==> src/rtl/core/encspi_pkg.sv <==
// Shared types and constants for the encoder SPI response checker.
// Depends on nothing; every other file of the block refers to it by scoped names.

package encspi_pkg;

  // Widths of the frame bytes, the position words and the failure count.
  localparam int unsigned BYTE_W     = 8;
  localparam int unsigned FRAC_BITS  = 18;
  localparam int unsigned CNT_W      = 16;
  localparam int unsigned DROP_W     = 4;
  localparam int unsigned CFG_IDX_W  = 1;
  localparam int unsigned CFG_DATA_W = 8;
  localparam int unsigned KEPT_W     = 5;

  // Configuration register indexes.
  localparam logic [CFG_IDX_W-1:0] REG_FRAME_VARIANT   = 1'b0;
  localparam logic [CFG_IDX_W-1:0] REG_RESOLUTION_DROP = 1'b1;

  // Frame variants and response kinds.
  localparam logic VARIANT_16 = 1'b0;
  localparam logic VARIANT_24 = 1'b1;
  localparam logic KIND_POSITION = 1'b0;
  localparam logic KIND_REGISTER = 1'b1;

  // CRC-6 over the register data byte: MSB first, no final XOR.
  localparam logic [5:0] CRC6_POLY = 6'h04;
  localparam logic [5:0] CRC6_INIT = 6'h04;

  // Saturation value of the failure counter.
  localparam logic [CNT_W-1:0] CNT_MAX = '1;

  typedef enum logic [1:0] {
    FAULT_NONE   = 2'd0,
    FAULT_PARITY = 2'd1,
    FAULT_DEVICE = 2'd2,
    FAULT_CRC    = 2'd3
  } fault_t;

  // Outcome of the frame check, handed to the position scaler and the top level.
  typedef struct packed {
    logic                  frame_ok;
    fault_t                fault;
    logic                  pos_ok;
    logic [FRAC_BITS-1:0]  raw_pos;
    logic [BYTE_W-1:0]     register_value;
    logic                  alert_flag;
    logic                  count_fail;
  } chk_t;

  // One result word as held in the output register.
  typedef struct packed {
    logic                  frame_ok;
    fault_t                fault;
    logic [FRAC_BITS-1:0]  position;
    logic [FRAC_BITS-1:0]  turn_fraction;
    logic [BYTE_W-1:0]     register_value;
    logic                  alert_flag;
    logic [CNT_W-1:0]      failure_total;
  } res_t;

  // Bitwise CRC-6 over one byte, eight shift steps on a six-bit value.
  function automatic logic [5:0] crc6_byte(input logic [BYTE_W-1:0] data);
    logic [5:0] crc;
    logic       fb;
    crc = CRC6_INIT;
    for (int i = BYTE_W - 1; i >= 0; i--) begin
      fb  = crc[5] ^ data[i];
      crc = {crc[4:0], 1'b0};
      if (fb) begin
        crc = crc ^ CRC6_POLY;
      end
    end
    return crc;
  endfunction

endpackage

==> src/rtl/core/encspi_in_if.sv <==
// Input channel carrying one received response frame per word.
// Depends on encspi_pkg for the byte width.

interface encspi_in_if;
  logic                          valid;
  logic                          ready;
  logic                          kind;
  logic [encspi_pkg::BYTE_W-1:0] first_byte;
  logic [encspi_pkg::BYTE_W-1:0] second_byte;
  logic [encspi_pkg::BYTE_W-1:0] third_byte;

  modport source (output valid, kind, first_byte, second_byte, third_byte, input ready);
  modport sink   (input valid, kind, first_byte, second_byte, third_byte, output ready);
endinterface

==> src/rtl/core/encspi_out_if.sv <==
// Result channel carrying the checked and unpacked frame.
// Depends on encspi_pkg for field widths.

interface encspi_out_if;
  logic                             valid;
  logic                             ready;
  logic                             frame_ok;
  logic [1:0]                       fault;
  logic [encspi_pkg::FRAC_BITS-1:0] position;
  logic [encspi_pkg::FRAC_BITS-1:0] turn_fraction;
  logic [encspi_pkg::BYTE_W-1:0]    register_value;
  logic                             alert_flag;
  logic [encspi_pkg::CNT_W-1:0]     failure_total;

  modport source (output valid, frame_ok, fault, position, turn_fraction, register_value,
                  alert_flag, failure_total, input ready);
  modport sink   (input valid, frame_ok, fault, position, turn_fraction, register_value,
                  alert_flag, failure_total, output ready);
endinterface

==> src/rtl/core/encspi_cfg_if.sv <==
// Configuration write channel: register index and write data.
// Depends on encspi_pkg for the index and data widths.

interface encspi_cfg_if;
  logic                              valid;
  logic                              ready;
  logic [encspi_pkg::CFG_IDX_W-1:0]  index;
  logic [encspi_pkg::CFG_DATA_W-1:0] data;

  modport source (output valid, index, data, input ready);
  modport sink   (input valid, index, data, output ready);
endinterface

==> src/rtl/core/encspi_frame_check.sv <==
// Parity, CRC and device error checks on one response frame, and field unpacking.
// Depends on encspi_pkg for the check result type, fault codes and the CRC function.

module encspi_frame_check (
  input  logic                          kind,
  input  logic [encspi_pkg::BYTE_W-1:0] first_byte,
  input  logic [encspi_pkg::BYTE_W-1:0] second_byte,
  input  logic [encspi_pkg::BYTE_W-1:0] third_byte,
  input  logic                          frame_variant,
  output encspi_pkg::chk_t              chk
);

  logic       par16;
  logic       par23;
  logic [5:0] crc;

  // Parity over the 16-bit frame and over the 23 bits that the 24-bit parity bit covers.
  assign par16 = ^{first_byte, second_byte};
  assign par23 = ^{first_byte[6:0], second_byte, third_byte};
  assign crc   = encspi_pkg::crc6_byte(first_byte);

  // Check order follows the frame format: integrity first, then the device error bit.
  always_comb begin
    chk                = '0;
    chk.fault          = encspi_pkg::FAULT_NONE;
    if (kind == encspi_pkg::KIND_POSITION) begin
      chk.alert_flag = first_byte[6];
      if (frame_variant == encspi_pkg::VARIANT_16) begin
        if (par16) begin
          chk.fault = encspi_pkg::FAULT_PARITY;
        end else begin
          chk.raw_pos  = {4'b0000, first_byte[5:0], second_byte};
          chk.frame_ok = 1'b1;
        end
      end else begin
        if (par23 != first_byte[7]) begin
          chk.fault = encspi_pkg::FAULT_PARITY;
        end else if (first_byte[5]) begin
          chk.fault = encspi_pkg::FAULT_DEVICE;
        end else begin
          chk.raw_pos  = {first_byte[4:0], second_byte, third_byte[7:3]};
          chk.frame_ok = 1'b1;
        end
      end
      chk.pos_ok     = chk.frame_ok;
      chk.count_fail = ~chk.frame_ok;
    end else begin
      if (frame_variant == encspi_pkg::VARIANT_24) begin
        chk.alert_flag = second_byte[7];
        if (crc != second_byte[5:0]) begin
          chk.fault      = encspi_pkg::FAULT_CRC;
          chk.count_fail = 1'b1;
        end else if (second_byte[6]) begin
          chk.fault      = encspi_pkg::FAULT_DEVICE;
          chk.count_fail = 1'b1;
        end else begin
          chk.frame_ok = 1'b1;
        end
      end else begin
        // A parity failure on a 16-bit register frame is reported but not counted.
        if (par16) begin
          chk.fault = encspi_pkg::FAULT_PARITY;
        end else begin
          chk.frame_ok = 1'b1;
        end
      end
      chk.register_value = chk.frame_ok ? first_byte : '0;
    end
  end

endmodule

==> src/rtl/core/encspi_pos_scale.sv <==
// Masks the unpacked position to the kept resolution and forms the Q0.18 turn fraction.
// Depends on encspi_pkg for widths.

module encspi_pos_scale #(
  parameter int unsigned FULL_POSITION_BITS = 18
) (
  input  logic                              pos_ok,
  input  logic [encspi_pkg::FRAC_BITS-1:0]  raw_pos,
  input  logic [encspi_pkg::DROP_W-1:0]     resolution_drop,
  output logic [encspi_pkg::FRAC_BITS-1:0]  position,
  output logic [encspi_pkg::FRAC_BITS-1:0]  turn_fraction
);

  localparam logic [encspi_pkg::KEPT_W-1:0] FULL_W = encspi_pkg::KEPT_W'(FULL_POSITION_BITS);
  localparam logic [encspi_pkg::KEPT_W-1:0] FRAC_W = encspi_pkg::KEPT_W'(encspi_pkg::FRAC_BITS);

  logic [encspi_pkg::KEPT_W-1:0]    drop_ext;
  logic [encspi_pkg::KEPT_W-1:0]    kept;
  logic [encspi_pkg::KEPT_W-1:0]    shift;
  logic [encspi_pkg::FRAC_BITS-1:0] mask;
  logic [encspi_pkg::FRAC_BITS-1:0] masked;

  // Kept width is zero once the drop reaches the full position width.
  assign drop_ext = {1'b0, resolution_drop};
  assign kept     = (drop_ext < FULL_W) ? (FULL_W - drop_ext) : '0;
  assign shift    = FRAC_W - kept;

  // A shift of the full width leaves an empty mask for a kept width of zero.
  assign mask   = {encspi_pkg::FRAC_BITS{1'b1}} >> shift;
  assign masked = raw_pos & mask;

  assign position      = pos_ok ? masked : '0;
  assign turn_fraction = pos_ok ? (masked << shift) : '0;

endmodule

==> src/rtl/core/encspi_fail_count.sv <==
// Saturating 16-bit count of counted frame failures.
// Depends on encspi_pkg for the counter width and its saturation value.

module encspi_fail_count (
  input  logic                         clk,
  input  logic                         rst_n,
  input  logic                         advance,
  input  logic                         count_fail,
  output logic [encspi_pkg::CNT_W-1:0] count,
  output logic [encspi_pkg::CNT_W-1:0] count_nxt
);

  logic [encspi_pkg::CNT_W-1:0] cnt_r;

  // Next value as seen by the word now leaving the input register.
  assign count_nxt = (count_fail && (cnt_r != encspi_pkg::CNT_MAX)) ?
                     (cnt_r + encspi_pkg::CNT_W'(1)) : cnt_r;
  assign count     = cnt_r;

  always_ff @(posedge clk) begin
    if (!rst_n) begin
      cnt_r <= '0;
    end else if (advance) begin
      cnt_r <= count_nxt;
    end
  end

endmodule

==> src/rtl/core/encoder_spi_response_checker_top.sv <==
// Top level of the encoder SPI response checker: input register, checks, result register.
// Depends on encspi_pkg, the three channel interfaces and the check, scale and count modules.

// The block takes one three-byte response frame per word and returns one result word for
// it from its result register. A new frame may be taken in every cycle while the output
// is not stalled: the frame sits in an input register, is checked and unpacked by shallow
// parity, CRC and masking logic, and lands in a result register, so throughput is one
// word per cycle and is set only by these two register stages and the downstream ready.
// Configuration writes are always accepted and must be made while no frame is in flight.
// The failure total in each result is the saturating count after that frame.

module encoder_spi_response_checker_top #(
  parameter int unsigned FULL_POSITION_BITS = 18
) (
  input  logic              clk,
  input  logic              rst_n,
  encspi_in_if.sink         in_ch,
  encspi_out_if.source      out_ch,
  encspi_cfg_if.sink        cfg_ch
);

  logic                              variant_r;
  logic [encspi_pkg::DROP_W-1:0]     drop_r;

  logic                              s1_v_r;
  logic                              s1_kind_r;
  logic [encspi_pkg::BYTE_W-1:0]     s1_b0_r;
  logic [encspi_pkg::BYTE_W-1:0]     s1_b1_r;
  logic [encspi_pkg::BYTE_W-1:0]     s1_b2_r;

  logic                              out_v_r;
  encspi_pkg::res_t                  res_r;
  encspi_pkg::res_t                  res_nxt;

  logic                              s2_rdy;
  logic                              s1_adv;
  logic                              in_take;
  encspi_pkg::chk_t                  chk;
  logic [encspi_pkg::FRAC_BITS-1:0]  position;
  logic [encspi_pkg::FRAC_BITS-1:0]  turn_fraction;
  logic [encspi_pkg::CNT_W-1:0]      cnt;
  logic [encspi_pkg::CNT_W-1:0]      cnt_nxt;

  // Handshake: each stage moves on when the stage after it is empty or draining.
  assign s2_rdy       = !out_v_r || out_ch.ready;
  assign s1_adv       = s1_v_r && s2_rdy;
  assign in_ch.ready  = !s1_v_r || s2_rdy;
  assign in_take      = in_ch.valid && in_ch.ready;
  assign cfg_ch.ready = 1'b1;

  // Configuration registers and pipeline valid flags.
  always_ff @(posedge clk) begin
    if (!rst_n) begin
      variant_r <= encspi_pkg::VARIANT_16;
      drop_r    <= '0;
      s1_v_r    <= 1'b0;
      out_v_r   <= 1'b0;
    end else begin
      if (cfg_ch.valid) begin
        case (cfg_ch.index)
          encspi_pkg::REG_FRAME_VARIANT:   variant_r <= cfg_ch.data[0];
          encspi_pkg::REG_RESOLUTION_DROP: drop_r    <= cfg_ch.data[encspi_pkg::DROP_W-1:0];
          default: ;
        endcase
      end
      if (in_ch.ready) begin
        s1_v_r <= in_ch.valid;
      end
      if (s2_rdy) begin
        out_v_r <= s1_v_r;
      end
    end
  end

  // Input register payload.
  always_ff @(posedge clk) begin
    if (in_take) begin
      s1_kind_r <= in_ch.kind;
      s1_b0_r   <= in_ch.first_byte;
      s1_b1_r   <= in_ch.second_byte;
      s1_b2_r   <= in_ch.third_byte;
    end
  end

  encspi_frame_check u_check (
    .kind          (s1_kind_r),
    .first_byte    (s1_b0_r),
    .second_byte   (s1_b1_r),
    .third_byte    (s1_b2_r),
    .frame_variant (variant_r),
    .chk           (chk)
  );

  encspi_pos_scale #(
    .FULL_POSITION_BITS (FULL_POSITION_BITS)
  ) u_scale (
    .pos_ok          (chk.pos_ok),
    .raw_pos         (chk.raw_pos),
    .resolution_drop (drop_r),
    .position        (position),
    .turn_fraction   (turn_fraction)
  );

  encspi_fail_count u_count (
    .clk        (clk),
    .rst_n      (rst_n),
    .advance    (s1_adv),
    .count_fail (chk.count_fail),
    .count      (cnt),
    .count_nxt  (cnt_nxt)
  );

  // Result word assembled from the check, the scaler and the updated count.
  always_comb begin
    res_nxt.frame_ok       = chk.frame_ok;
    res_nxt.fault          = chk.fault;
    res_nxt.position       = position;
    res_nxt.turn_fraction  = turn_fraction;
    res_nxt.register_value = chk.register_value;
    res_nxt.alert_flag     = chk.alert_flag;
    res_nxt.failure_total  = cnt_nxt;
  end

  always_ff @(posedge clk) begin
    if (s1_adv) begin
      res_r <= res_nxt;
    end
  end

  assign out_ch.valid          = out_v_r;
  assign out_ch.frame_ok       = res_r.frame_ok;
  assign out_ch.fault          = res_r.fault;
  assign out_ch.position       = res_r.position;
  assign out_ch.turn_fraction  = res_r.turn_fraction;
  assign out_ch.register_value = res_r.register_value;
  assign out_ch.alert_flag     = res_r.alert_flag;
  assign out_ch.failure_total  = res_r.failure_total;

  // The count moves by at most one per cycle.
  a_cnt_step: assert property (@(posedge clk) disable iff (!rst_n)
    rst_n |=> (cnt == $past(cnt)) || (cnt == $past(cnt) + encspi_pkg::CNT_W'(1)))
    else $error("failure count jumped by more than one");

  // A counted failure leaving the input register raises the count unless saturated.
  a_cnt_inc: assert property (@(posedge clk) disable iff (!rst_n)
    (s1_adv && chk.count_fail && (cnt != encspi_pkg::CNT_MAX))
      |=> (cnt == $past(cnt) + encspi_pkg::CNT_W'(1)))
    else $error("counted failure did not advance the count");

  // A saturated count stays saturated.
  a_cnt_sat: assert property (@(posedge clk) disable iff (!rst_n)
    (cnt == encspi_pkg::CNT_MAX) |=> (cnt == encspi_pkg::CNT_MAX))
    else $error("saturated failure count changed");

endmodule

==> src/flat_wrapper.sv <==
// flat-port wrapper written by rule: the top's interface ports become plain ports
module encoder_spi_response_checker_top_flat 
#(
  parameter int unsigned FULL_POSITION_BITS = 18
)
  (clk, rst_n, in_ch_valid, in_ch_kind, in_ch_first_byte, in_ch_second_byte, in_ch_third_byte, in_ch_ready, out_ch_valid, out_ch_frame_ok, out_ch_fault, out_ch_position, out_ch_turn_fraction, out_ch_register_value, out_ch_alert_flag, out_ch_failure_total, out_ch_ready, cfg_ch_valid, cfg_ch_index, cfg_ch_data, cfg_ch_ready);
  encspi_in_if in_ch_i ();
  encspi_out_if out_ch_i ();
  encspi_cfg_if cfg_ch_i ();
  input  logic clk;
  input  logic rst_n;
  input wire logic [$bits(in_ch_i.valid)-1:0] in_ch_valid;
  input wire logic [$bits(in_ch_i.kind)-1:0] in_ch_kind;
  input wire logic [$bits(in_ch_i.first_byte)-1:0] in_ch_first_byte;
  input wire logic [$bits(in_ch_i.second_byte)-1:0] in_ch_second_byte;
  input wire logic [$bits(in_ch_i.third_byte)-1:0] in_ch_third_byte;
  output wire logic [$bits(in_ch_i.ready)-1:0] in_ch_ready;
  output wire logic [$bits(out_ch_i.valid)-1:0] out_ch_valid;
  output wire logic [$bits(out_ch_i.frame_ok)-1:0] out_ch_frame_ok;
  output wire logic [$bits(out_ch_i.fault)-1:0] out_ch_fault;
  output wire logic [$bits(out_ch_i.position)-1:0] out_ch_position;
  output wire logic [$bits(out_ch_i.turn_fraction)-1:0] out_ch_turn_fraction;
  output wire logic [$bits(out_ch_i.register_value)-1:0] out_ch_register_value;
  output wire logic [$bits(out_ch_i.alert_flag)-1:0] out_ch_alert_flag;
  output wire logic [$bits(out_ch_i.failure_total)-1:0] out_ch_failure_total;
  input wire logic [$bits(out_ch_i.ready)-1:0] out_ch_ready;
  input wire logic [$bits(cfg_ch_i.valid)-1:0] cfg_ch_valid;
  input wire logic [$bits(cfg_ch_i.index)-1:0] cfg_ch_index;
  input wire logic [$bits(cfg_ch_i.data)-1:0] cfg_ch_data;
  output wire logic [$bits(cfg_ch_i.ready)-1:0] cfg_ch_ready;
  assign in_ch_i.valid = in_ch_valid;
  assign in_ch_i.kind = in_ch_kind;
  assign in_ch_i.first_byte = in_ch_first_byte;
  assign in_ch_i.second_byte = in_ch_second_byte;
  assign in_ch_i.third_byte = in_ch_third_byte;
  assign in_ch_ready = in_ch_i.ready;
  assign out_ch_valid = out_ch_i.valid;
  assign out_ch_frame_ok = out_ch_i.frame_ok;
  assign out_ch_fault = out_ch_i.fault;
  assign out_ch_position = out_ch_i.position;
  assign out_ch_turn_fraction = out_ch_i.turn_fraction;
  assign out_ch_register_value = out_ch_i.register_value;
  assign out_ch_alert_flag = out_ch_i.alert_flag;
  assign out_ch_failure_total = out_ch_i.failure_total;
  assign out_ch_i.ready = out_ch_ready;
  assign cfg_ch_i.valid = cfg_ch_valid;
  assign cfg_ch_i.index = cfg_ch_index;
  assign cfg_ch_i.data = cfg_ch_data;
  assign cfg_ch_ready = cfg_ch_i.ready;
  encoder_spi_response_checker_top #(.FULL_POSITION_BITS(FULL_POSITION_BITS)) u_core (.clk(clk), .rst_n(rst_n), .in_ch(in_ch_i), .out_ch(out_ch_i), .cfg_ch(cfg_ch_i));
endmodule
==> config.mk <==
export PLATFORM = sky130hd
export DESIGN_NAME = encoder_spi_response_checker_top_flat
export DESIGN_NICKNAME = d
export VERILOG_FILES = /design/src/rtl/core/encspi_pkg.sv /design/src/rtl/core/encspi_in_if.sv /design/src/rtl/core/encspi_out_if.sv /design/src/rtl/core/encspi_cfg_if.sv /design/src/rtl/core/encspi_frame_check.sv /design/src/rtl/core/encspi_pos_scale.sv /design/src/rtl/core/encspi_fail_count.sv /design/src/rtl/core/encoder_spi_response_checker_top.sv /design/src/flat_wrapper.sv
export SDC_FILE = /design/constraint.sdc
export NUM_CORES = 1
export LEC_CHECK = 0
export BUFFER_PORTS_ARGS = -buffer_cell sky130_fd_sc_hd__buf_2
export CAP_MARGIN = 20
export CORE_UTILIZATION = 60
export DETAILED_ROUTE_END_ITERATION = 8
export PLACE_DENSITY_LB_ADDON = 0.08
export SYNTH_ARGS = -nofsm -noshare
export SYNTH_HDL_FRONTEND = slang
export SYNTH_HIERARCHICAL = 1
export SYNTH_SLANG_ARGS = --single-unit
==> constraint.sdc <==
create_clock -name clk -period 11.7 [get_ports clk]
set_input_delay 2.34 -clock clk [delete_from_list [all_inputs] [get_ports clk]]
set_output_delay 2.34 -clock clk [all_outputs]
set_load 0.005 [all_outputs]
==> tab_implementation.tex, run 1 <==
\begin{tabular}{lr}
\hline
Metric & Value \\
\hline
\multicolumn{2}{l}{\textbf{Die}} \\
Initial core utilization & 0.624 \\
Die Height & about 110 um \\
Area inside the core boundary & 10400 um\^{}2 \\
Floorplan die width & between 100 and 150 um \\
Rows & 37 \\
Boundary pin count & about 110 \\
Die area & 11300 um\^{}2 \\
\multicolumn{2}{l}{\textbf{Critical path}} \\
Kind of start point of the critical path & input port \\
Type of the worst setup path & in2out \\
Critical path data arrival time & 2.75 ns \\
Slowest stage delay, CP & about 0.16 ns \\
Most prevalent standard cell on the critical path & sky130\_fd\_sc\_hd\_\_buf\_2 \\
Setup crit end kind & output port \\
Critical Path Fanout Max & 2 \\
Slowest cell on crit path & sky130\_fd\_sc\_hd\_\_nand3b\_1 \\
Ordered list of cells on the worst path & buf\_2 -> nand3b\_1 -> buf\_2 \\
Endpoint required time on the critical path & around 9.4 ns \\
\multicolumn{2}{l}{\textbf{Timing}} \\
Post-layout min period & 5.09 ns \\
Setup skew after layout & between 0.007 and 0.008 ns \\
Worst-Margin Slew & 0.934 ns \\
RSZ-0062 raised after global routing & false \\
Max-slew headroom at the worst pin & 0.374 \\
Final setup violation count & 0 \\
Total Neg Setup Slack & 0 ns \\
Highest clock frequency the design can meet & a little under 200 MHz \\
Tcrit/Tclk final & 0.435 \\
Hold Fails Final Rpt & 0 \\
Final Max Tran Viols & 0 \\
\multicolumn{2}{l}{\textbf{Power and ir drop}} \\
Leak pwr & 2.70 nW \\
Post-layout total power & 0.000982 W \\
Peak VDD IR & between 0.1 and 0.15 mV \\
Power density normalized to cell area & 136 nW/um\^{}2 \\
\multicolumn{2}{l}{\textbf{Clock tree}} \\
Max H-tree Level & 3 \\
Longest Clk Path Bufs & 2 \\
Clock latency on the worst-skew pair & between 0.3 and 0.4 ns \\
Clock tree root buffer cell & sky130\_fd\_sc\_hd\_\_clkbuf\_8 \\
Setup Buffers After CTS & 0 \\
Total CTS buffers & 9 \\
Clock transition at the registers of the reported paths & 0.10 ns \\
Sink Count & 112 \\
CTS tree & done \\
Cells resized by post-CTS repair & 0 \\
\# hold bufs at CTS & 0 \\
\multicolumn{2}{l}{\textbf{Route}} \\
Drt initial violations & roughly 370 \\
Number of search-and-repair iterations in the first detailed-routing pass & 6 \\
Met2 wire length & around 7.9 mm \\
DRC violation count after routing & 0 \\
Topmost layer with routed signal wires & met4 \\
ANT nets after route & 0 \\
Wire length reported by the detailed router & 16.2 mm \\
Met3 Routed Length & 1.13 mm \\
Vias per std cell & 6.45 \\
Vias post-DR & 5452 \\
Routed length per instance & 19.2 um \\
Routed metal-1 wirelength & 6.52 mm \\
\multicolumn{2}{l}{\textbf{Logic synthesis}} \\
Yosys warnings & 6 \\
Number of enable flip-flop cells after synthesis & slightly below 90 \\
Proportion of synthesized chip area in sequential cells & 0.482 \\
Dominant synthesized flop cell & sky130\_fd\_sc\_hd\_\_edfxtp\_1 \\
Count of distinct cell types in the synthesized netlist & 91 \\
Synthesized Nets & 671 \\
\#FFs+latches synth & around 110 \\
Average footprint of a synthesized cell & roughly 10 um\^{}2 \\
Top cells by area, synth & sky130\_fd\_sc\_hd\_\_edfxtp\_1 41\%, sky130\_fd\_sc\_hd\_\_dfxtp\_1 7.1\%, sky130\_fd\_sc\_hd\_\_nand2\_1 3.2\%, sky130\_fd\_sc\_hd\_\_nor2\_1 2.7\%, sky130\_fd\_sc\_hd\_\_a21oi\_1 2.4\% \\
Area share of the leading cell type in the synthesized netlist & 0.411 \\
Share of synthesized registers carrying an async set or reset & 0 \\
Cell taking the most area after synthesis & sky130\_fd\_sc\_hd\_\_edfxtp\_1 \\
Synthesized instance count & 625 \\
Post-synth design cell area & 6500 um\^{}2 \\
\multicolumn{2}{l}{\textbf{Finish}} \\
Filler cell count in the final layout & 850 \\
Number of antenna diodes & 0 \\
Area added between synthesis and finish & 10.9\% \\
Fraction of layout instances using a drive strength above 1 & 0.220 \\
Area of the multi-input gates & 3120 um\^{}2 \\
Area used by sequential logic in the layout & 3130 um\^{}2 \\
Nets@finish & 750 \\
Core occupancy in the finished layout & 0.692 \\
Final Cell Area & approximately 7000 um\^{}2 \\
\multicolumn{2}{l}{\textbf{GRT}} \\
First-pass GRT wire length & 25.8 mm \\
Global routing usage summed across all routing layers & 0.299 \\
Vias in the first global route & between 5000 and 6000 \\
Largest net degree at the start of global routing & 74 \\
Global route total overflow & 0 \\
Antenna violations before repair & 0 \\
\multicolumn{2}{l}{\textbf{Place}} \\
Final GP Congestion & about 0.9 \\
Instance area at placement & 7040 um\^{}2 \\
HPWL after detailed placement & roughly 11 mm \\
Number of port buffers & 100 \\
\multicolumn{2}{l}{\textbf{Run status}} \\
Run status & complete, no violations \\
\multicolumn{2}{l}{\textbf{Min path}} \\
Path type of the worst min-delay path & reg2reg \\
\multicolumn{2}{l}{\textbf{Flow run}} \\
Count of max-cap constraint violations & 0 \\
\hline
\end{tabular}
## report_power, final
part	total [W]	switching (W)	internal, W
clock	0.000215	0.000124	0.0000902
combinational	0.000292	0.000184	0.000109
sequential	0.000475	0.0000124	0.000462
## worst max-delay path, delay by kind of cell
| kind | cells | cell delay [ns] |
|---|---|---|
| buffers and inverters | 2 | 0.25 |
| and+or+nand+nor | 1 | 0.16 |
## stage by stage
step	hold WS [ns]	setup WS, ns	cells
floorplan	0.425	5.07	625
global placement	0.508	6.64	829
detailed placement	0.527	6.62	829
CTS	0.542	6.62	845
global route	0.571	6.60	845
finish	0.542	6.61	845
## cell families after synthesis
group                    synth area share
AO/OA/AOI/OAI                       0.177
adder cells (fa/ha/maj)            0.0135
flip-flops                          0.482
XOR/XNOR                           0.0610
buffers and inverters              0.0402
multiplexers                       0.0206
AND/OR/NAND/NOR                     0.205
other                            0.000577
## cells in the final DEF (no fill, tap or decap), types with 11 or more instances in the layout
cell type,Yosys,final
sky130_fd_sc_hd__a22o_1,11,11
sky130_fd_sc_hd__and2_1,12,12
sky130_fd_sc_hd__inv_1,19,19
sky130_fd_sc_hd__dfxtp_1,23,23
sky130_fd_sc_hd__o21ai_0,15,15
sky130_fd_sc_hd__nand3_1,17,17
sky130_fd_sc_hd__edfxtp_1,89,89
sky130_fd_sc_hd__nor2_1,46,46
sky130_fd_sc_hd__a21oi_1,31,30
sky130_fd_sc_hd__nand2_1,56,56
sky130_fd_sc_hd__xnor2_1,16,16
sky130_fd_sc_hd__and3_1,14,14
sky130_fd_sc_hd__nor3_1,19,19
sky130_fd_sc_hd__nand4_1,17,17
sky130_fd_sc_hd__buf_2,8,100
sky130_fd_sc_hd__nand2b_1,12,12
## Yosys cell counts (10+ instances only)
master                      n
sky130_fd_sc_hd__edfxtp_1  89
sky130_fd_sc_hd__nand2_1   56
sky130_fd_sc_hd__nor2_1    46
sky130_fd_sc_hd__a21oi_1   31
sky130_fd_sc_hd__dfxtp_1   23
sky130_fd_sc_hd__clkbuf_1  19
sky130_fd_sc_hd__inv_1     19
sky130_fd_sc_hd__nor3_1    19
sky130_fd_sc_hd__nand3_1   17
sky130_fd_sc_hd__nand4_1   17
sky130_fd_sc_hd__xnor2_1   16
sky130_fd_sc_hd__o21ai_0   15
sky130_fd_sc_hd__and3_1    14
sky130_fd_sc_hd__and2_1    12
sky130_fd_sc_hd__nand2b_1  12
sky130_fd_sc_hd__a22o_1    11
sky130_fd_sc_hd__mux2i_1   10
sky130_fd_sc_hd__nor2b_1   10
sky130_fd_sc_hd__xor2_1    10
## routing by layer
metal / vias up / GRT usage
li1: 2547 / -
met1: 2609 / 0.389
met2: 256 / 0.486
met3: 40 / 0.0417
met4: 0 / 0.160
met5: - / 0
## registers in the layout, summed over array words and instances, names as in the netlist, 2 cells and up
signal,cells
u_core/out_ch.turn_fraction,18
u_core/s1_b1_r,8
u_core/u_count/count,16
u_core/out_ch.register_value,8
u_core/s1_b2_r,8
u_core/s1_b0_r,8
u_core/out_ch.position,18
u_core/out_ch.failure_total,16
u_core/out_ch.fault,2
u_core/drop_r,4
## final timing paths
check | start | to | slack, ns | depth (start not counted)
max reg2reg | u_core/s1_b0_r[5] | u_core/out_ch.turn_fraction[12] | 7.33 | 13
min reg2reg | u_core/variant_r | u_core/variant_r | 0.54 | 2
min | u_core/variant_r | u_core/variant_r | 0.54 | 2
max | out_ch_ready | in_ch_ready | 6.61 | 3
## cell type report
cell class / count / share of cell area
sequential: 112 / 0.434
inverter: 20 / 0.0104
clock buffer: 13 / 0.0222
clock inverter: 3 / 0.00243
multi-input combinational: 456 / 0.432
tap: 136 / 0.0236
timing repair buffer: 105 / 0.0746
Power figures use the tool's default switching activity.
==> run 2: changes to the inputs <==
--- a/config.mk
+++ b/config.mk
@@ -5,9 +5,10 @@
 export SDC_FILE = /design/constraint.sdc
 export NUM_CORES = 1
 export LEC_CHECK = 0
+export ABC_AREA = 1
 export BUFFER_PORTS_ARGS = -buffer_cell sky130_fd_sc_hd__buf_2
 export CAP_MARGIN = 20
-export CORE_UTILIZATION = 60
+export CORE_UTILIZATION = 58
 export DETAILED_ROUTE_END_ITERATION = 8
 export PLACE_DENSITY_LB_ADDON = 0.08
 export SYNTH_ARGS = -nofsm -noshare
==> constraint.sdc (replaced) <==
create_clock -name clk -period 5.2 [get_ports clk]
set_input_delay 1.04 -clock clk [delete_from_list [all_inputs] [get_ports clk]]
set_output_delay 1.04 -clock clk [all_outputs]
set_load 0.005 [all_outputs]
==> run 2 against run 1 <==
- synthesized cell count increased by 52%
- critical path type is now reg2reg
- power increased by 140%
- count of clock-buffer cells in the layout unchanged
- largest cell class is now multi-input combinational cells
- global-route usage decreased by 3.1 points
- final area increased by 13%
- clock skew increased by 0.0027 ns
==> tab_implementation.tex, run 2 <==
\begin{tabular}{lr}
\hline
Metric & Value \\
\hline
\multicolumn{2}{l}{\textbf{Power and ir drop}} \\
Peak VDD IR & 0.201 mV (+90\%) \\
Gate power share & 0.226 (-0.072) \\
Internal power component & 0.00164 W (+150\%) \\
Net switching power figure & 0.000703 W (+120\%) \\
Clock share of power & 0.320 (+0.101) \\
Power density normalized to cell area & 288 nW/um\^{}2 (+110\%) \\
Sw frac & 0.301 (-0.0259) \\
Leak pwr & 3.88 nW (+44\%) \\
Reg power frac & 0.454 (-0.030) \\
\multicolumn{2}{l}{\textbf{Logic synthesis}} \\
List of most frequent post-synthesis cells & 317 x sky130\_fd\_sc\_hd\_\_nand2\_1, 109 x sky130\_fd\_sc\_hd\_\_nand3\_1, 104 x sky130\_fd\_sc\_hd\_\_nor2\_1 \\
Yosys warnings & 6 (unchanged) \\
Synthesized instance count & 950 (+52\%) \\
Synthesized Nets & 996 (+48\%) \\
Share of synthesized registers carrying an async set or reset & 0 (unchanged) \\
XOR/XNOR Fraction of Synth Area & 0.0170 (-0.0440) \\
Adder and majority cell fraction of the synthesized area & 0.0122 (-0.00131) \\
Number of enable flip-flop cells after synthesis & 89 (unchanged) \\
Cell taking the most area after synthesis & sky130\_fd\_sc\_hd\_\_edfxtp\_1 \\
Dominant synthesized flop cell & sky130\_fd\_sc\_hd\_\_edfxtp\_1 \\
Portion of netlist area occupied by mux cells & 0 (-0.0206) \\
Average footprint of a synthesized cell & 7.58 um\^{}2 (-27\%) \\
Area share of the leading cell type in the synthesized netlist & 0.371 (-0.0399) \\
Top cells by area, synth & sky130\_fd\_sc\_hd\_\_edfxtp\_1 37\%, sky130\_fd\_sc\_hd\_\_nand2\_1 17\%, sky130\_fd\_sc\_hd\_\_nand3\_1 7.6\%, sky130\_fd\_sc\_hd\_\_dfxtp\_1 6.4\%, sky130\_fd\_sc\_hd\_\_nor2\_1 5.4\% \\
Area fraction in compound gates after synthesis & 0.0407 (-0.136) \\
Proportion of synthesized chip area in sequential cells & 0.435 (-0.0467) \\
Count of distinct cell types in the synthesized netlist & 41 (-55\%) \\
\#FFs+latches synth & 112 (unchanged) \\
Largest family of logic cells by synthesized area & simple AND/OR/NAND/NOR gates \\
Simple-gate share of the synthesized area & 0.410 (+0.205) \\
Post-synth design cell area & 7200 um\^{}2 (+11\%) \\
Most repeated cell in the gate-level netlist after synthesis & sky130\_fd\_sc\_hd\_\_nand2\_1 \\
\multicolumn{2}{l}{\textbf{Finish}} \\
Leading cell type in the layout, fill and taps excluded & sky130\_fd\_sc\_hd\_\_nand2\_1 \\
Number of antenna diodes & 0 (unchanged) \\
Fraction of layout instances using a drive strength above 1 & 0.212 (-0.00779) \\
Core occupancy in the finished layout & 0.674 (-0.0182) \\
Area of the multi-input gates & 3470 um\^{}2 (+11\%) \\
Nets@finish & 1087 (+45\%) \\
Area used by sequential logic in the layout & 3130 um\^{}2 (unchanged) \\
Area added between synthesis and finish & 12.9\% \\
Non-filler instance count after layout & 1214 (+44\%) \\
Most frequent cells in the layout & 317 x sky130\_fd\_sc\_hd\_\_nand2\_1, 109 x sky130\_fd\_sc\_hd\_\_nand3\_1, 104 x sky130\_fd\_sc\_hd\_\_nor2\_1 \\
Filler cell count in the final layout & 1085 (+28\%) \\
\multicolumn{2}{l}{\textbf{GRT}} \\
Vias in the first global route & 5705 (+13\%) \\
Global routing usage summed across all routing layers & 0.268 (-0.0312) \\
Global route total overflow & 0 (unchanged) \\
First-pass GRT wire length & 27.0 mm (+4.6\%) \\
Antenna violations before repair & 0 (unchanged) \\
Largest net degree at the start of global routing & 61 (-18\%) \\
\multicolumn{2}{l}{\textbf{Critical path}} \\
Internal reg-to-reg setup slack & 1.51 ns (-5.82 ns) \\
Slowest stage delay, CP & 0.63 ns (+0.47 ns) \\
Number of cells on the worst reg-to-reg path & 24 (+11) \\
Type of the worst setup path & reg2reg \\
Source of the worst register-to-register timing path & u\_core/s1\_b0\_r[5] \\
Buffer and inverter count on the worst path & 2 (unchanged) \\
Top Family by Delay on Critical Path & simple AND/OR/NAND/NOR gates \\
Ordered list of cells on the worst path & clkinv\_1 -> ha\_1 -> inv\_1 -> nand2\_1 -> nand2\_1 -> nand2\_1 -> nand2\_1 -> nand2\_1 -> nand2\_1 -> nand2\_2 -> nand2\_4 -> nand2\_8 -> nand3\_1 -> nand2\_1 -> nand2\_1 -> nor2\_1 -> nand3\_1 -> nand2\_1 -> nand3\_1 -> nand3\_1 -> nand2\_1 -> nor2\_1 -> nor2\_1 -> nor2\_1 \\
Critical R2R Capture & u\_core/out\_ch.turn\_fraction[17] \\
Critical path data arrival time & 3.80 ns (+1.05 ns) \\
Setup crit end kind & flip-flop \\
Kind of start point of the critical path & flip-flop \\
Most prevalent standard cell on the critical path & sky130\_fd\_sc\_hd\_\_nand2\_1 \\
Slowest cell on crit path & sky130\_fd\_sc\_hd\_\_edfxtp\_1 \\
Endpoint required time on the critical path & 5.31 ns (-4.05 ns) \\
Critical Path Fanout Max & 18 (+16) \\
\multicolumn{2}{l}{\textbf{Clock tree}} \\
Clock tree root buffer cell & sky130\_fd\_sc\_hd\_\_clkbuf\_16 \\
Clock transition at the registers of the reported paths & 0.07 ns (-0.03 ns) \\
Sink Count & 112 (unchanged) \\
Setup Buffers After CTS & 0 (unchanged) \\
CTS tree & done \\
Total CTS buffers & 9 (unchanged) \\
Max H-tree Level & 3 (unchanged) \\
Cells resized by post-CTS repair & 0 (unchanged) \\
\# hold bufs at CTS & 0 (unchanged) \\
Clock latency on the worst-skew pair & 0.36 ns (-0.03 ns) \\
Longest Clk Path Bufs & 2 (unchanged) \\
\multicolumn{2}{l}{\textbf{Timing}} \\
Setup skew after layout & 0.0105 ns (+0.00270 ns) \\
Hold Fails Final Rpt & 0 (unchanged) \\
Final setup violation count & 0 (unchanged) \\
Highest clock frequency the design can meet & 271 MHz \\
Final Max Tran Viols & 0 (unchanged) \\
Total Neg Setup Slack & 0 ns (unchanged) \\
Tcrit/Tclk final & 0.709 \\
RSZ-0062 raised after global routing & false \\
Post-layout min period & 3.69 ns \\
Max-slew headroom at the worst pin & 0.386 (+0.0118) \\
Worst-Margin Slew & 0.920 ns (-0.0141 ns) \\
\multicolumn{2}{l}{\textbf{Route}} \\
Vias post-DR & 6398 (+17\%) \\
Number of search-and-repair iterations in the first detailed-routing pass & 5 (-1) \\
Drt initial violations & 465 (+26\%) \\
Vias per std cell & 5.27 (-18\%) \\
Routed length per instance & 13.4 um (-30\%) \\
ANT nets after route & 0 (unchanged) \\
DRC violation count after routing & 0 (unchanged) \\
Wire length reported by the detailed router & 16.2 mm (+0.28\%) \\
\multicolumn{2}{l}{\textbf{Min path}} \\
Hold EP & u\_core/drop\_r[3] \\
Path type of the worst min-delay path & reg2reg \\
Hold wc startpoint & u\_core/drop\_r[3] \\
Worst hold path depth & 2 (unchanged) \\
\multicolumn{2}{l}{\textbf{Die}} \\
Floorplan die width & 113 um (+6.9\%) \\
Boundary pin count & 106 (unchanged) \\
Die Height & 113 um (+6.9\%) \\
Area inside the core boundary & 12100 um\^{}2 (+16\%) \\
Die area & 12900 um\^{}2 (+14\%) \\
Rows & 40 (+8.1\%) \\
Initial core utilization & 0.597 (-0.0273) \\
\multicolumn{2}{l}{\textbf{Place}} \\
Number of port buffers & 100 (unchanged) \\
Final GP Congestion & 0.925 (+3.3\%) \\
Cell Count Post-Placement & 1198 (+45\%) \\
HPWL after detailed placement & 11.9 mm (+4.9\%) \\
\multicolumn{2}{l}{\textbf{Run status}} \\
Run status & complete, no violations \\
\multicolumn{2}{l}{\textbf{Flow run}} \\
Count of max-cap constraint violations & 0 (unchanged) \\
\hline
\end{tabular}
==> run 2: cell types whose count changed in the layout (fill, tap and decap cells not counted), sizes merged, moves of 10 or more <==
cell	previous run	this run
and2	14	1
mux2i	10	0
nand2b	12	0
xnor2	20	4
a22o	14	0
nor2b	10	0
nor3	19	4
nor2	46	115
nand2	57	354
inv	19	105
and3	16	0
nand3	17	131
==> run 2: worst min-delay path, delay by kind of cell, from the launching register on <==
| family | cells | cell delay [ns] |
|---|---|---|
| AOI/OAI and AO/OA | 1 | 0.05 |
| DFF | 1 | 0.35 |
| and+or+nand+nor | 1 | 0.08 |
==> run 2: area by class of cell <==
type	count	area share
Inverter	111	0.0515
Timing Repair Buffer	108	0.0689
Tap cell	168	0.0258
Sequential cell	112	0.385
Clock buffer	13	0.0360
Multi-Input combinational cell	699	0.427
Clock inverter	3	0.00538
==> run 2: worst max-delay path by stage <==
stage                           start                              end  slack, ns  depth (start not counted)
global placement    u_core/s1_b0_r[5]  u_core/out_ch.turn_fraction[17]       1.65                         24
detailed placement  u_core/s1_b0_r[5]  u_core/out_ch.turn_fraction[17]       1.61                         24
floorplan                out_ch_ready         u_core/u_count/count[15]       0.90                          6
CTS                 u_core/s1_b0_r[5]  u_core/out_ch.turn_fraction[17]       1.57                         24
global route        u_core/s1_b0_r[5]  u_core/out_ch.turn_fraction[17]       1.14                         24
finish              u_core/s1_b0_r[5]  u_core/out_ch.turn_fraction[17]       1.51                         24
==> run 2: per-stage QoR <==
step	power [W]	setup slack (ns)	area (um^2)	hold WS, ns
4_1_cts	0.00235	1.57	8130	0.528
3_5_place_dp	0.00160	1.61	7800	0.516
3_3_place_gp	0.00159	1.65	7800	0.510
2_1_floorplan	0.00149	0.902	7200	0.450
6_report	0.00234	1.51	8130	0.528
5_1_grt	0.00246	1.14	8130	0.545
==> run 2: logic make-up (layout without fill, tap and decap cells) <==
logic type | Yosys count | in the layout
flip-flops | 112 | 112
buffers and inverters | 139 | 235
AND/OR/NAND/NOR | 626 | 626
AO/OA/AOI/OAI | 51 | 51
other | 1 | 1
XOR/XNOR | 14 | 14
adder cells (fa/ha/maj) | 7 | 7
==> run 2: routing by layer <==
layer / vias up / GRT usage / wire length [um]
met5: - / 0 / 0
met4: 0 / 0.105 / 362
met3: 28 / 0.0468 / 1120
met2: 235 / 0.435 / 7560
met1: 2890 / 0.359 / 7190
li1: 3245 / - / -
==> run 2: power groups by stage <==
stage / sequential [W] / clock [W] / combinational [W]
2_1_floorplan: 0.00107 / 0 / 0.000418
3_3_place_gp: 0.00108 / 0 / 0.000512
3_5_place_dp: 0.00108 / 0 / 0.000518
4_1_cts: 0.00106 / 0.000762 / 0.000522
5_1_grt: 0.00107 / 0.000797 / 0.000592
6_report: 0.00106 / 0.000749 / 0.000527
